## src/rtl/jic_pkg.sv

```systemverilog
`timescale 1ns / 1ps
`default_nettype none
// ----------------------------------------------------------------------------
// Jet identification classifier package
// Shared widths, codes and structures of the jet quality classifier.
// ----------------------------------------------------------------------------
package jic_pkg;

	// Field widths.
	localparam int CLASS_W    = 3;
	localparam int ENERGY_W   = 16;
	localparam int PT_W       = 16;
	localparam int SCALE_W    = 10;
	localparam int ETA_W      = 9;
	localparam int PCT_W      = 7;
	localparam int COUNT_W    = 9;
	localparam int SUM_W      = 24;
	localparam int GRADE_W    = 3;
	localparam int REG_IDX_W  = 2;
	localparam int CFG_DATA_W = 16;

	// Fractions are compared as part * 100 against pct * total.
	localparam int PCT_SCALE = 100;
	localparam int FRAC_W    = SUM_W + PCT_W;

	// Corrected pt compares as pt * scale against threshold * 256.
	localparam int SCALE_SHIFT = 8;
	localparam int PTPROD_W    = PT_W + SCALE_W;

	// Configuration register reset values.
	localparam logic [PT_W-1:0]  PT_THRESHOLD_RST = 16'd160;
	localparam logic [ETA_W-1:0] ETA_BOUNDARY_RST = 9'd240;
	localparam logic [PCT_W-1:0] MEDIUM_PCT_RST   = 7'd95;
	localparam logic [PCT_W-1:0] TIGHT_PCT_RST    = 7'd90;

	// Register indexes on the configuration port.
	typedef enum logic [REG_IDX_W-1:0] {
		REG_PT_THRESHOLD = 2'd0,
		REG_ETA_BOUNDARY = 2'd1,
		REG_MEDIUM_PCT   = 2'd2,
		REG_TIGHT_PCT    = 2'd3
	} jic_reg_idx_t;

	// Particle-flow classes.
	typedef enum logic [CLASS_W-1:0] {
		CLS_CHARGED    = 3'd0,
		CLS_PHOTON     = 3'd1,
		CLS_NEUTRAL    = 3'd2,
		CLS_ELECTRON   = 3'd3,
		CLS_FWD_HADRON = 3'd4,
		CLS_FWD_EGAMMA = 3'd5
	} jic_class_t;

	// Jet quality grades.
	typedef enum logic [GRADE_W-1:0] {
		GRADE_FAIL   = 3'd0,
		GRADE_LOOSE  = 3'd1,
		GRADE_MEDIUM = 3'd2,
		GRADE_TIGHT  = 3'd3,
		GRADE_BYPASS = 3'd4
	} jic_grade_t;

	// One constituent word on the input channel.
	typedef struct packed {
		logic                constituent_valid;
		logic [CLASS_W-1:0]  particle_class;
		logic [ENERGY_W-1:0] constituent_energy;
		logic [PT_W-1:0]     jet_pt;
		logic [SCALE_W-1:0]  jet_scale;
		logic [ETA_W-1:0]    jet_abs_eta;
		logic                last_item;
	} jic_item_t;

	// One result word on the output channel.
	typedef struct packed {
		logic [GRADE_W-1:0] jet_grade;
		logic [COUNT_W-1:0] constituent_total;
	} jic_result_t;

	// Configuration register file.
	typedef struct packed {
		logic [PT_W-1:0]  pt_threshold;
		logic [ETA_W-1:0] eta_boundary;
		logic [PCT_W-1:0] medium_fraction_pct;
		logic [PCT_W-1:0] tight_fraction_pct;
	} jic_cfg_t;

	// Per-jet counts and energy sums.
	typedef struct packed {
		logic [COUNT_W-1:0] count_all;
		logic [COUNT_W-1:0] count_charged;
		logic [COUNT_W-1:0] count_photon;
		logic [COUNT_W-1:0] count_neutral;
		logic [SUM_W-1:0]   sum_total;
		logic [SUM_W-1:0]   sum_charged;
		logic [SUM_W-1:0]   sum_photon;
		logic [SUM_W-1:0]   sum_neutral;
		logic [SUM_W-1:0]   sum_electron;
	} jic_jet_t;

endpackage
`default_nettype wire

```

## src/rtl/jic_stream_if.sv

```systemverilog
`timescale 1ns / 1ps
`default_nettype none
// ----------------------------------------------------------------------------
// Jet identification stream interface
// Valid/ready channel carrying one word of a given type per handshake.
// ----------------------------------------------------------------------------
interface jic_stream_if #(
	parameter type word_t = logic
);
	logic  valid;
	logic  ready;
	word_t word;

	modport source (output valid, output word, input ready);
	modport sink (input valid, input word, output ready);
endinterface
`default_nettype wire

```

## src/rtl/jic_accum.sv

```systemverilog
`timescale 1ns / 1ps
`default_nettype none
// ----------------------------------------------------------------------------
// Jet identification accumulator
// Saturating per-class constituent counts and energy sums of the open jet.
// ----------------------------------------------------------------------------
module jic_accum #(
	parameter int MAX_CONSTITUENTS = 256
) (
	input  wire logic              clk,
	input  wire logic              arst_n,
	input  wire logic              step,
	input  wire jic_pkg::jic_item_t item,
	output jic_pkg::jic_jet_t      jet_total
);
	import jic_pkg::*;

	localparam int CAP_INT = (MAX_CONSTITUENTS > 511) ? 511 : MAX_CONSTITUENTS;
	localparam logic [COUNT_W-1:0] COUNT_CAP = COUNT_W'(CAP_INT);
	localparam logic [SUM_W-1:0]   SUM_CAP   = '1;

	jic_jet_t acc_q;
	jic_jet_t acc_next;

	function automatic logic [COUNT_W-1:0] bump(input logic [COUNT_W-1:0] c);
		return (c < COUNT_CAP) ? c + 1'b1 : COUNT_CAP;
	endfunction

	function automatic logic [SUM_W-1:0] add_sat(input logic [SUM_W-1:0] s,
			input logic [ENERGY_W-1:0] e);
		logic [SUM_W:0] r;
		r = {1'b0, s} + {{(SUM_W + 1 - ENERGY_W){1'b0}}, e};
		return r[SUM_W] ? SUM_CAP : r[SUM_W-1:0];
	endfunction

	// Fold the current constituent into the running totals.
	always_comb begin
		acc_next = acc_q;
		if (item.constituent_valid) begin
			acc_next.count_all = bump(acc_q.count_all);
			acc_next.sum_total = add_sat(acc_q.sum_total, item.constituent_energy);
			case (item.particle_class)
				CLS_CHARGED: begin
					acc_next.count_charged = bump(acc_q.count_charged);
					acc_next.sum_charged = add_sat(acc_q.sum_charged, item.constituent_energy);
				end
				CLS_PHOTON, CLS_FWD_EGAMMA: begin
					acc_next.count_photon = bump(acc_q.count_photon);
					acc_next.sum_photon = add_sat(acc_q.sum_photon, item.constituent_energy);
				end
				CLS_NEUTRAL, CLS_FWD_HADRON: begin
					acc_next.count_neutral = bump(acc_q.count_neutral);
					acc_next.sum_neutral = add_sat(acc_q.sum_neutral, item.constituent_energy);
				end
				CLS_ELECTRON: begin
					acc_next.sum_electron = add_sat(acc_q.sum_electron,
						item.constituent_energy);
				end
				default: begin
				end
			endcase
		end
	end

	assign jet_total = acc_next;

	// Totals restart from zero after the last word of a jet.
	always_ff @(posedge clk or negedge arst_n) begin
		if (!arst_n) begin
			acc_q <= '0;
		end else if (step) begin
			acc_q <= item.last_item ? '0 : acc_next;
		end
	end

	// A class count never runs ahead of the jet's total count.
	a_count_order: assert property (@(posedge clk) disable iff (!arst_n)
		acc_q.count_charged <= acc_q.count_all && acc_q.count_photon <= acc_q.count_all &&
		acc_q.count_neutral <= acc_q.count_all)
		else $error("class count exceeds total count");

	// A class energy sum never exceeds the total sum, saturated or not.
	a_sum_order: assert property (@(posedge clk) disable iff (!arst_n)
		acc_q.sum_charged <= acc_q.sum_total && acc_q.sum_photon <= acc_q.sum_total &&
		acc_q.sum_neutral <= acc_q.sum_total && acc_q.sum_electron <= acc_q.sum_total)
		else $error("class energy sum exceeds total sum");

	// Closing a jet leaves the accumulators clear.
	a_clear: assert property (@(posedge clk) disable iff (!arst_n)
		step && item.last_item |=> acc_q == '0)
		else $error("accumulators not cleared after last word");

endmodule
`default_nettype wire

```

## src/rtl/jic_grade.sv

```systemverilog
`timescale 1ns / 1ps
`default_nettype none
// ----------------------------------------------------------------------------
// Jet identification grader
// Grades one closed jet from its totals, kinematics and the configuration.
// ----------------------------------------------------------------------------
module jic_grade (
	input  wire jic_pkg::jic_jet_t          jet,
	input  wire logic [jic_pkg::PT_W-1:0]    jet_pt,
	input  wire logic [jic_pkg::SCALE_W-1:0] jet_scale,
	input  wire logic [jic_pkg::ETA_W-1:0]   jet_abs_eta,
	input  wire jic_pkg::jic_cfg_t          cfg,
	output jic_pkg::jic_grade_t             grade
);
	import jic_pkg::*;

	logic [PTPROD_W-1:0] pt_prod;
	logic [PTPROD_W-1:0] pt_limit;
	logic [FRAC_W-1:0]   neutral_x100;
	logic [FRAC_W-1:0]   photon_x100;
	logic [FRAC_W-1:0]   medium_lim;
	logic [FRAC_W-1:0]   tight_lim;
	logic                bypass;
	logic                base;
	logic                central;
	logic                loose;
	logic                medium_ok;
	logic                tight;

	// Corrected pt against the threshold, both sides scaled by 256.
	assign pt_prod  = PTPROD_W'(jet_pt) * PTPROD_W'(jet_scale);
	assign pt_limit = PTPROD_W'({cfg.pt_threshold, {SCALE_SHIFT{1'b0}}});
	assign bypass   = pt_prod < pt_limit;

	// Cross-multiplied fraction terms.
	assign neutral_x100 = FRAC_W'(jet.sum_neutral) * FRAC_W'(PCT_SCALE);
	assign photon_x100  = FRAC_W'(jet.sum_photon) * FRAC_W'(PCT_SCALE);
	assign medium_lim   = FRAC_W'(cfg.medium_fraction_pct) * FRAC_W'(jet.sum_total);
	assign tight_lim    = FRAC_W'(cfg.tight_fraction_pct) * FRAC_W'(jet.sum_total);

	// Loose, medium and tight rules; a jet on the boundary is forward.
	always_comb begin
		base = (jet.count_all > COUNT_W'(1)) && (jet.sum_neutral < jet.sum_total) &&
			(jet.sum_photon < jet.sum_total);
		central = jet_abs_eta < cfg.eta_boundary;
		if (central) begin
			loose = base && (jet.sum_charged != '0) && (jet.count_charged != '0) &&
				(jet.sum_electron < jet.sum_total);
			medium_ok = loose;
			tight = loose;
		end else begin
			loose = base;
			medium_ok = base && (neutral_x100 < medium_lim) && (photon_x100 < medium_lim);
			tight = base && (neutral_x100 < tight_lim) && (photon_x100 < tight_lim);
		end
	end

	// Combine the rules; bypass wins, and a jet that is not loose or has disordered outcomes fails.
	always_comb begin
		if (bypass) begin
			grade = GRADE_BYPASS;
		end else if (loose && !medium_ok && !tight) begin
			grade = GRADE_LOOSE;
		end else if (loose && medium_ok && !tight) begin
			grade = GRADE_MEDIUM;
		end else if (loose && medium_ok && tight) begin
			grade = GRADE_TIGHT;
		end else begin
			grade = GRADE_FAIL;
		end
	end

endmodule
`default_nettype wire

```

## src/rtl/jet_identification_classifier.sv

```systemverilog
`timescale 1ns / 1ps
`default_nettype none
// ----------------------------------------------------------------------------
// Jet identification classifier
// Streams particle-flow constituents of a jet and grades the jet on its last
// word as fail, loose, medium, tight or bypass.
// ----------------------------------------------------------------------------
// The block takes one constituent word every clock cycle, unless a closing
// word is held by back-pressure, with no gaps needed between jets. Each word
// is registered, then folded into saturating class counts and energy sums; on
// the word marked last the closed totals move to a grading register, and the
// grade, reached through a few narrow multipliers and compares, lands in the
// output register, from which the result word is offered. Back-pressure on
// the result channel holds a word that closes a jet once the grading and
// output registers are both full, and new words wait behind it. The user
// must write the registers on the plain write port only while no jet is in
// flight; the block itself does not enforce this.
// ----------------------------------------------------------------------------
module jet_identification_classifier #(
	parameter int MAX_CONSTITUENTS = 256
) (
	input  wire logic                           clk,
	input  wire logic                           arst_n,
	input  wire logic                           write_enable,
	input  wire logic [jic_pkg::REG_IDX_W-1:0]  register_index,
	input  wire logic [jic_pkg::CFG_DATA_W-1:0] write_data,
	jic_stream_if.sink                          items,
	jic_stream_if.source                        grades
);
	import jic_pkg::*;

	localparam int CAP_INT = (MAX_CONSTITUENTS > 511) ? 511 : MAX_CONSTITUENTS;
	localparam logic [COUNT_W-1:0] COUNT_CAP = COUNT_W'(CAP_INT);

	jic_cfg_t         cfg_q;
	logic             valid_s1;
	jic_item_t        item_s1;
	logic             valid_s2;
	jic_jet_t         jet_s2;
	logic [PT_W-1:0]  pt_s2;
	logic [SCALE_W-1:0] scale_s2;
	logic [ETA_W-1:0] eta_s2;
	logic             out_valid_q;
	jic_result_t      out_word_q;
	jic_jet_t         jet_total;
	jic_grade_t       grade;
	logic             out_free;
	logic             s2_free;
	logic             adv_s1;
	logic             step;

	// Configuration register writes.
	always_ff @(posedge clk or negedge arst_n) begin
		if (!arst_n) begin
			cfg_q.pt_threshold        <= PT_THRESHOLD_RST;
			cfg_q.eta_boundary        <= ETA_BOUNDARY_RST;
			cfg_q.medium_fraction_pct <= MEDIUM_PCT_RST;
			cfg_q.tight_fraction_pct  <= TIGHT_PCT_RST;
		end else if (write_enable) begin
			case (jic_reg_idx_t'(register_index))
				REG_PT_THRESHOLD: cfg_q.pt_threshold <= write_data[PT_W-1:0];
				REG_ETA_BOUNDARY: cfg_q.eta_boundary <= write_data[ETA_W-1:0];
				REG_MEDIUM_PCT:   cfg_q.medium_fraction_pct <= write_data[PCT_W-1:0];
				REG_TIGHT_PCT:    cfg_q.tight_fraction_pct <= write_data[PCT_W-1:0];
				default: begin
				end
			endcase
		end
	end

	// Flow control: only a closing word needs room downstream.
	assign out_free    = !out_valid_q || grades.ready;
	assign s2_free     = !valid_s2 || out_free;
	assign adv_s1      = !item_s1.last_item || s2_free;
	assign step        = valid_s1 && adv_s1;
	assign items.ready = !valid_s1 || adv_s1;

	// Input register.
	always_ff @(posedge clk or negedge arst_n) begin
		if (!arst_n) begin
			valid_s1 <= 1'b0;
		end else if (items.ready) begin
			valid_s1 <= items.valid;
		end
	end

	always_ff @(posedge clk) begin
		if (items.ready && items.valid) begin
			item_s1 <= items.word;
		end
	end

	jic_accum #(
		.MAX_CONSTITUENTS(MAX_CONSTITUENTS)
	) u_accum (
		.clk       (clk),
		.arst_n    (arst_n),
		.step      (step),
		.item      (item_s1),
		.jet_total (jet_total)
	);

	// Grading register holds the totals of a closed jet.
	always_ff @(posedge clk or negedge arst_n) begin
		if (!arst_n) begin
			valid_s2 <= 1'b0;
		end else if (s2_free) begin
			valid_s2 <= step && item_s1.last_item;
		end
	end

	always_ff @(posedge clk) begin
		if (s2_free && step && item_s1.last_item) begin
			jet_s2   <= jet_total;
			pt_s2    <= item_s1.jet_pt;
			scale_s2 <= item_s1.jet_scale;
			eta_s2   <= item_s1.jet_abs_eta;
		end
	end

	jic_grade u_grade (
		.jet         (jet_s2),
		.jet_pt      (pt_s2),
		.jet_scale   (scale_s2),
		.jet_abs_eta (eta_s2),
		.cfg         (cfg_q),
		.grade       (grade)
	);

	// Output register.
	always_ff @(posedge clk or negedge arst_n) begin
		if (!arst_n) begin
			out_valid_q <= 1'b0;
		end else if (out_free) begin
			out_valid_q <= valid_s2;
		end
	end

	always_ff @(posedge clk) begin
		if (out_free && valid_s2) begin
			out_word_q.jet_grade         <= grade;
			out_word_q.constituent_total <= jet_s2.count_all;
		end
	end

	assign grades.valid = out_valid_q;
	assign grades.word  = out_word_q;

	// A graded jet always reaches the output register.
	a_grade_moves: assert property (@(posedge clk) disable iff (!arst_n)
		valid_s2 && out_free |=> out_valid_q)
		else $error("graded jet lost before output register");

	// The offered result stays within the grade codes and the count cap.
	a_out_range: assert property (@(posedge clk) disable iff (!arst_n)
		out_valid_q |-> out_word_q.jet_grade <= GRADE_BYPASS &&
		out_word_q.constituent_total <= COUNT_CAP)
		else $error("result word out of range");

	// Input stalls only behind a waiting closing word.
	a_stall_cause: assert property (@(posedge clk) disable iff (!arst_n)
		!items.ready |-> valid_s1 && item_s1.last_item && valid_s2 && out_valid_q)
		else $error("input stalled without a full pipeline");

endmodule
`default_nettype wire
```

## src/flat_wrapper.sv

```systemverilog
// flat-port wrapper written by rule: the top's interface ports become plain ports
module jet_identification_classifier_flat import jic_pkg::*;
#(
	parameter int MAX_CONSTITUENTS = 256
)
  (clk, arst_n, write_enable, register_index, write_data, items_valid, items_word, items_ready, grades_valid, grades_word, grades_ready);
  jic_stream_if items_i ();
  jic_stream_if grades_i ();
  input  wire logic clk;
  input  wire logic arst_n;
  input  wire logic write_enable;
  input  wire logic [jic_pkg::REG_IDX_W-1:0] register_index;
  input  wire logic [jic_pkg::CFG_DATA_W-1:0] write_data;
  input wire logic [$bits(items_i.valid)-1:0] items_valid;
  input wire logic [$bits(items_i.word)-1:0] items_word;
  output wire logic [$bits(items_i.ready)-1:0] items_ready;
  output wire logic [$bits(grades_i.valid)-1:0] grades_valid;
  output wire logic [$bits(grades_i.word)-1:0] grades_word;
  input wire logic [$bits(grades_i.ready)-1:0] grades_ready;
  assign items_i.valid = items_valid;
  assign items_i.word = items_word;
  assign items_ready = items_i.ready;
  assign grades_valid = grades_i.valid;
  assign grades_word = grades_i.word;
  assign grades_i.ready = grades_ready;
  jet_identification_classifier #(.MAX_CONSTITUENTS(MAX_CONSTITUENTS)) u_core (.clk(clk), .arst_n(arst_n), .write_enable(write_enable), .register_index(register_index), .write_data(write_data), .items(items_i), .grades(grades_i));
endmodule
```

## config.mk

```make
export PLATFORM = sky130hd
export DESIGN_NAME = jet_identification_classifier_flat
export DESIGN_NICKNAME = d
export VERILOG_FILES = /design/src/rtl/jic_pkg.sv /design/src/rtl/jic_stream_if.sv /design/src/rtl/jic_accum.sv /design/src/rtl/jic_grade.sv /design/src/rtl/jet_identification_classifier.sv /design/src/flat_wrapper.sv
export SDC_FILE = /design/constraint.sdc
export NUM_CORES = 1
export LEC_CHECK = 0
export BUFFER_PORTS_ARGS = -buffer_cell sky130_fd_sc_hd__buf_2
export CORE_AREA = 2 2 39 41
export DETAILED_ROUTE_END_ITERATION = 7
export DIE_AREA = 0 0 41 43
export PLACE_DENSITY = 0.56
export SLEW_MARGIN = 0
export SYNTH_ARGS = -nofsm -noshare
export SYNTH_HDL_FRONTEND = slang
export SYNTH_SLANG_ARGS = --single-unit
```

## constraint.sdc

```tcl
create_clock -name clk -period 0.9 [get_ports clk]
set_input_delay 0.09 -clock clk [delete_from_list [all_inputs] [get_ports clk]]
set_output_delay 0.09 -clock clk [all_outputs]
set_load 0.05 [all_outputs]
```

==> impl_results.html <==
<table>
<tr><th>Metric</th><th>Value</th></tr>
<tr><th colspan="2">Yosys</th></tr>
<tr><td>Seq/Total Area, Yosys</td><td>59.15%</td></tr>
<tr><td>Largest cells by area after synthesis</td><td>dfrtp_1 42%, edfxtp_1 17%, nand3b_4 11%</td></tr>
<tr><td>Main flop type after synthesis</td><td>dfrtp_1</td></tr>
<tr><td>Fraction of registers with async set/reset</td><td>75.00%</td></tr>
<tr><td>Area share of the largest cell type after synthesis</td><td>42.25%</td></tr>
<tr><td>Cell count after synthesis</td><td>14</td></tr>
<tr><td>Synth Register Bits</td><td>4</td></tr>
<tr><td>Most instantiated cells after synthesis</td><td>3 x dfrtp_1, 2 x nand2_1</td></tr>
<tr><td>Number of different library cells in the post-synthesis netlist</td><td>11</td></tr>
<tr><td>Dominant cell by count in the synthesized netlist</td><td>dfrtp_1</td></tr>
<tr><td>Cell taking the most area after synthesis</td><td>dfrtp_1</td></tr>
<tr><td>Number of synthesized flops with an enable pin</td><td>1</td></tr>
<tr><td>Warnings from Yosys</td><td>0</td></tr>
<tr><td>Post-Syn Area</td><td>177.7 um2</td></tr>
<tr><td>Mapped Nets</td><td>38</td></tr>
<tr><td>Average instance area after synthesis</td><td>12.69 um2</td></tr>
<tr><th colspan="2">Worst setup path</th></tr>
<tr><td>Worst Path Required</td><td>0.81 ns</td></tr>
<tr><td>Reg-to-reg setup timing slack</td><td>-0.19 ns</td></tr>
<tr><td>Data arrival time of the critical path</td><td>1.09 ns</td></tr>
<tr><td>Crit path capture type</td><td>primary output</td></tr>
<tr><td>Worst-path maximum fanout</td><td>2</td></tr>
<tr><td>Worst Path Class, Setup</td><td>flop to primary output</td></tr>
<tr><td>Startpoint kind of the worst setup timing path</td><td>flop</td></tr>
<tr><th colspan="2">Floorplanning</th></tr>
<tr><td>Row count</td><td>14</td></tr>
<tr><td>Number of I/O pins</td><td>27</td></tr>
<tr><td>Die X</td><td>41 um</td></tr>
<tr><td>Starting Density</td><td>12.84%</td></tr>
<tr><td>Core area</td><td>0.001384 mm2</td></tr>
<tr><td>Vert. Die Dim</td><td>43 um</td></tr>
<tr><td>Die Footprint</td><td>0.001763 mm2</td></tr>
<tr><th colspan="2">Run status</th></tr>
<tr><td>Failing checks</td><td>negative setup slack</td></tr>
<tr><td>Outcome</td><td>complete, but fails checks</td></tr>
<tr><th colspan="2">Final layout</th></tr>
<tr><td>Sequential cell area</td><td>106.4 um2</td></tr>
<tr><td>Post-Layout Cell Count</td><td>44</td></tr>
<tr><td>Number of fill cells in the layout</td><td>147</td></tr>
<tr><td>Final antenna diode count</td><td>0</td></tr>
<tr><td>Area occupied by multi-input gates</td><td>63.81 um2</td></tr>
<tr><td>Fraction of final layout cells with drive strength greater than 1</td><td>60.71%</td></tr>
<tr><td>Net count reported at finish</td><td>53</td></tr>
<tr><td>Area delta synth-&gt;final</td><td>78.87%</td></tr>
<tr><td>Area of all placed cells without fillers</td><td>317.8 um2</td></tr>
<tr><th colspan="2">Placed design</th></tr>
<tr><td>Area post-placement</td><td>239.0 um2</td></tr>
<tr><td>Post-place setup slack</td><td>-0.09686 ns</td></tr>
<tr><td>Placed wire-length estimate after detailed placement</td><td>249.7 um</td></tr>
<tr><td>Final weighted congestion in routability-driven placement</td><td>0.5791</td></tr>
<tr><td>Number of input and output port buffers inserted</td><td>6</td></tr>
<tr><td>Cell Count Post-Placement</td><td>37</td></tr>
<tr><th colspan="2">Timing</th></tr>
<tr><td>Post-layout minimum cycle time</td><td>1.181 ns</td></tr>
<tr><td>Fin. Hold Viols</td><td>0</td></tr>
<tr><td>Top achievable clock speed</td><td>847.0 MHz</td></tr>
<tr><td>Max Clock Skew</td><td>0.002228 ns</td></tr>
<tr><td>Post-route worst setup slack</td><td>-0.2806 ns</td></tr>
<tr><td>Final setup vio count</td><td>3</td></tr>
<tr><td>Setup repair after global routing missed its margin</td><td>true</td></tr>
<tr><td>Share of the clock period used by the worst path after layout</td><td>131.2%</td></tr>
<tr><td>Max Slew Vio Count</td><td>0</td></tr>
<tr><th colspan="2">Power</th></tr>
<tr><td>Leakage Power</td><td>0.1608 nW</td></tr>
<tr><td>PwrDens</td><td>1845 mW/mm2</td></tr>
<tr><td>Maximum vdd ir drop</td><td>0.7208 mV</td></tr>
<tr><th colspan="2">Clock tree</th></tr>
<tr><td>Sinks on Clock Net</td><td>4</td></tr>
<tr><td>CTS tree</td><td>built</td></tr>
<tr><td>Clock root buffer</td><td>clkbuf_4</td></tr>
<tr><td>Clk_lat worst skew</td><td>0.24 ns</td></tr>
<tr><td># H-tree levels</td><td>1</td></tr>
<tr><td>Number of buffers created by CTS</td><td>3</td></tr>
<tr><td>CTS clk-pin slew, worst paths</td><td>0.04 ns</td></tr>
<tr><td>Maximum number of buffers from clock root to sink</td><td>2</td></tr>
<tr><th colspan="2">Hold path</th></tr>
<tr><td>Class of the most critical hold timing path</td><td>primary input to flop</td></tr>
<tr><th colspan="2">Drt</th></tr>
<tr><td>Total routed wirelength</td><td>346 um</td></tr>
<tr><td>Vias</td><td>139</td></tr>
<tr><td>Final routed wire length divided by cell count</td><td>7.864 um</td></tr>
<tr><td>Violation count after the first detailed-route iteration</td><td>2</td></tr>
<tr><td>ANT nets after route</td><td>0</td></tr>
<tr><td>Routed vias/inst</td><td>3.159</td></tr>
<tr><td>DRC errors left</td><td>0</td></tr>
<tr><td>Pre-antenna DRT Iters</td><td>2</td></tr>
<tr><th colspan="2">GRT</th></tr>
<tr><td>Global-route wire length before repair</td><td>552 um</td></tr>
<tr><td>Initial antenna violation count</td><td>0</td></tr>
<tr><td>Global route overflow</td><td>0</td></tr>
<tr><td>Global Route Usage Sum</td><td>6.042%</td></tr>
<tr><td>Pin count of the biggest net entering global routing</td><td>4</td></tr>
<tr><td>Vias in the first global route</td><td>140</td></tr>
<tr><th colspan="2">Flow run</th></tr>
<tr><td>Max-capacitance violation count</td><td>0</td></tr>
</table>
==> sequential cells by signal, indices dropped and copies added (netlist names) <==
| name | cells |
|---|---|
| u_core.item_s1 | 1 |
| u_core.valid_s1 | 1 |
| u_core.valid_s2 | 1 |
| u_core.grades.valid | 1 |
==> final cells by class <==
| cell class | count | share of cell area (%) |
|---|---|---|
| Sequential cell | 4 | 33.46 |
| Timing Repair Buffer | 11 | 30.71 |
| Multi-Input combinational cell | 8 | 20.08 |
| Clock buffer | 4 | 8.268 |
| Tap cell | 16 | 6.299 |
| Inverter | 1 | 1.181 |
==> worst max-delay path, stage by stage, from the launching register on <==
cell,delay [ns]
dfrtp_1,0.38
nand3b_4,0.08
or2_4,0.24
buf_8,0.15
==> cells in the final DEF (no fill, tap or decap), types with 2 or more instances in the layout <==
master and instances:
buf_8 2, dfrtp_1 2, buf_6 2, clkbuf_4 3
nand2_1 2, buf_2 4, buf_4 2
==> path summary, 6_finish.rpt <==
path                       depth (start not counted)       startpoint             endpoint
min                                                1       items_word    u_core.item_s1[0]
min reg2reg                                        1  u_core.valid_s2  u_core.grades.valid
min in group asynchronous                          2           arst_n      u_core.valid_s1
max reg2reg                                        4  u_core.valid_s2    u_core.item_s1[0]
max in group asynchronous                          2           arst_n  u_core.grades.valid
max                                                3  u_core.valid_s2          items_ready
==> report_power, final <==
part / internal [mW] / switching [mW]
clock: 0.167 / 0.0828
combinational: 0.0617 / 0.0581
sequential: 0.204 / 0.0130
total: 0.433 / 0.154
==> per-layer routing <==
layer,track usage [%],part of all wire (%),up-vias
li1,-,-,70
met1,5.519,47,59
met3,7.853,14,0
met4,6.000,0,0
met5,0,0,-
met2,5.938,38,10
==> kinds of logic after synthesis <==
group	synth area share [%]
flops	59.15
other cells	2.111
simple gates	19.02
buf+inv	6.338
compound gates	13.38
==> stage by stage <==
step                util (%)  hold WS (ns)  total power [mW]  TNS (ns)
floorplan                  -       -0.2056            0.2760   -0.2914
global placement       17.27       -0.1103            0.3056  -0.09559
CTS                    22.15       0.01231            0.6008   -0.5212
global route           22.97      0.006349            0.6335   -0.7105
finish                 22.97       0.02402            0.5864   -0.5864
detailed placement     17.27       -0.1082            0.3070   -0.1002
==> what timing repair did <==
item / CTS / global route
gates resized for setup: 7 / 2
buffers inserted: 1 / 2
endpoints found under the setup margin: 3 / 3
endpoints found under the hold margin: 3 / 0
hold buffers: 1 / 0
pin swaps: 1 / 1
Power figures use the tool's default switching activity.
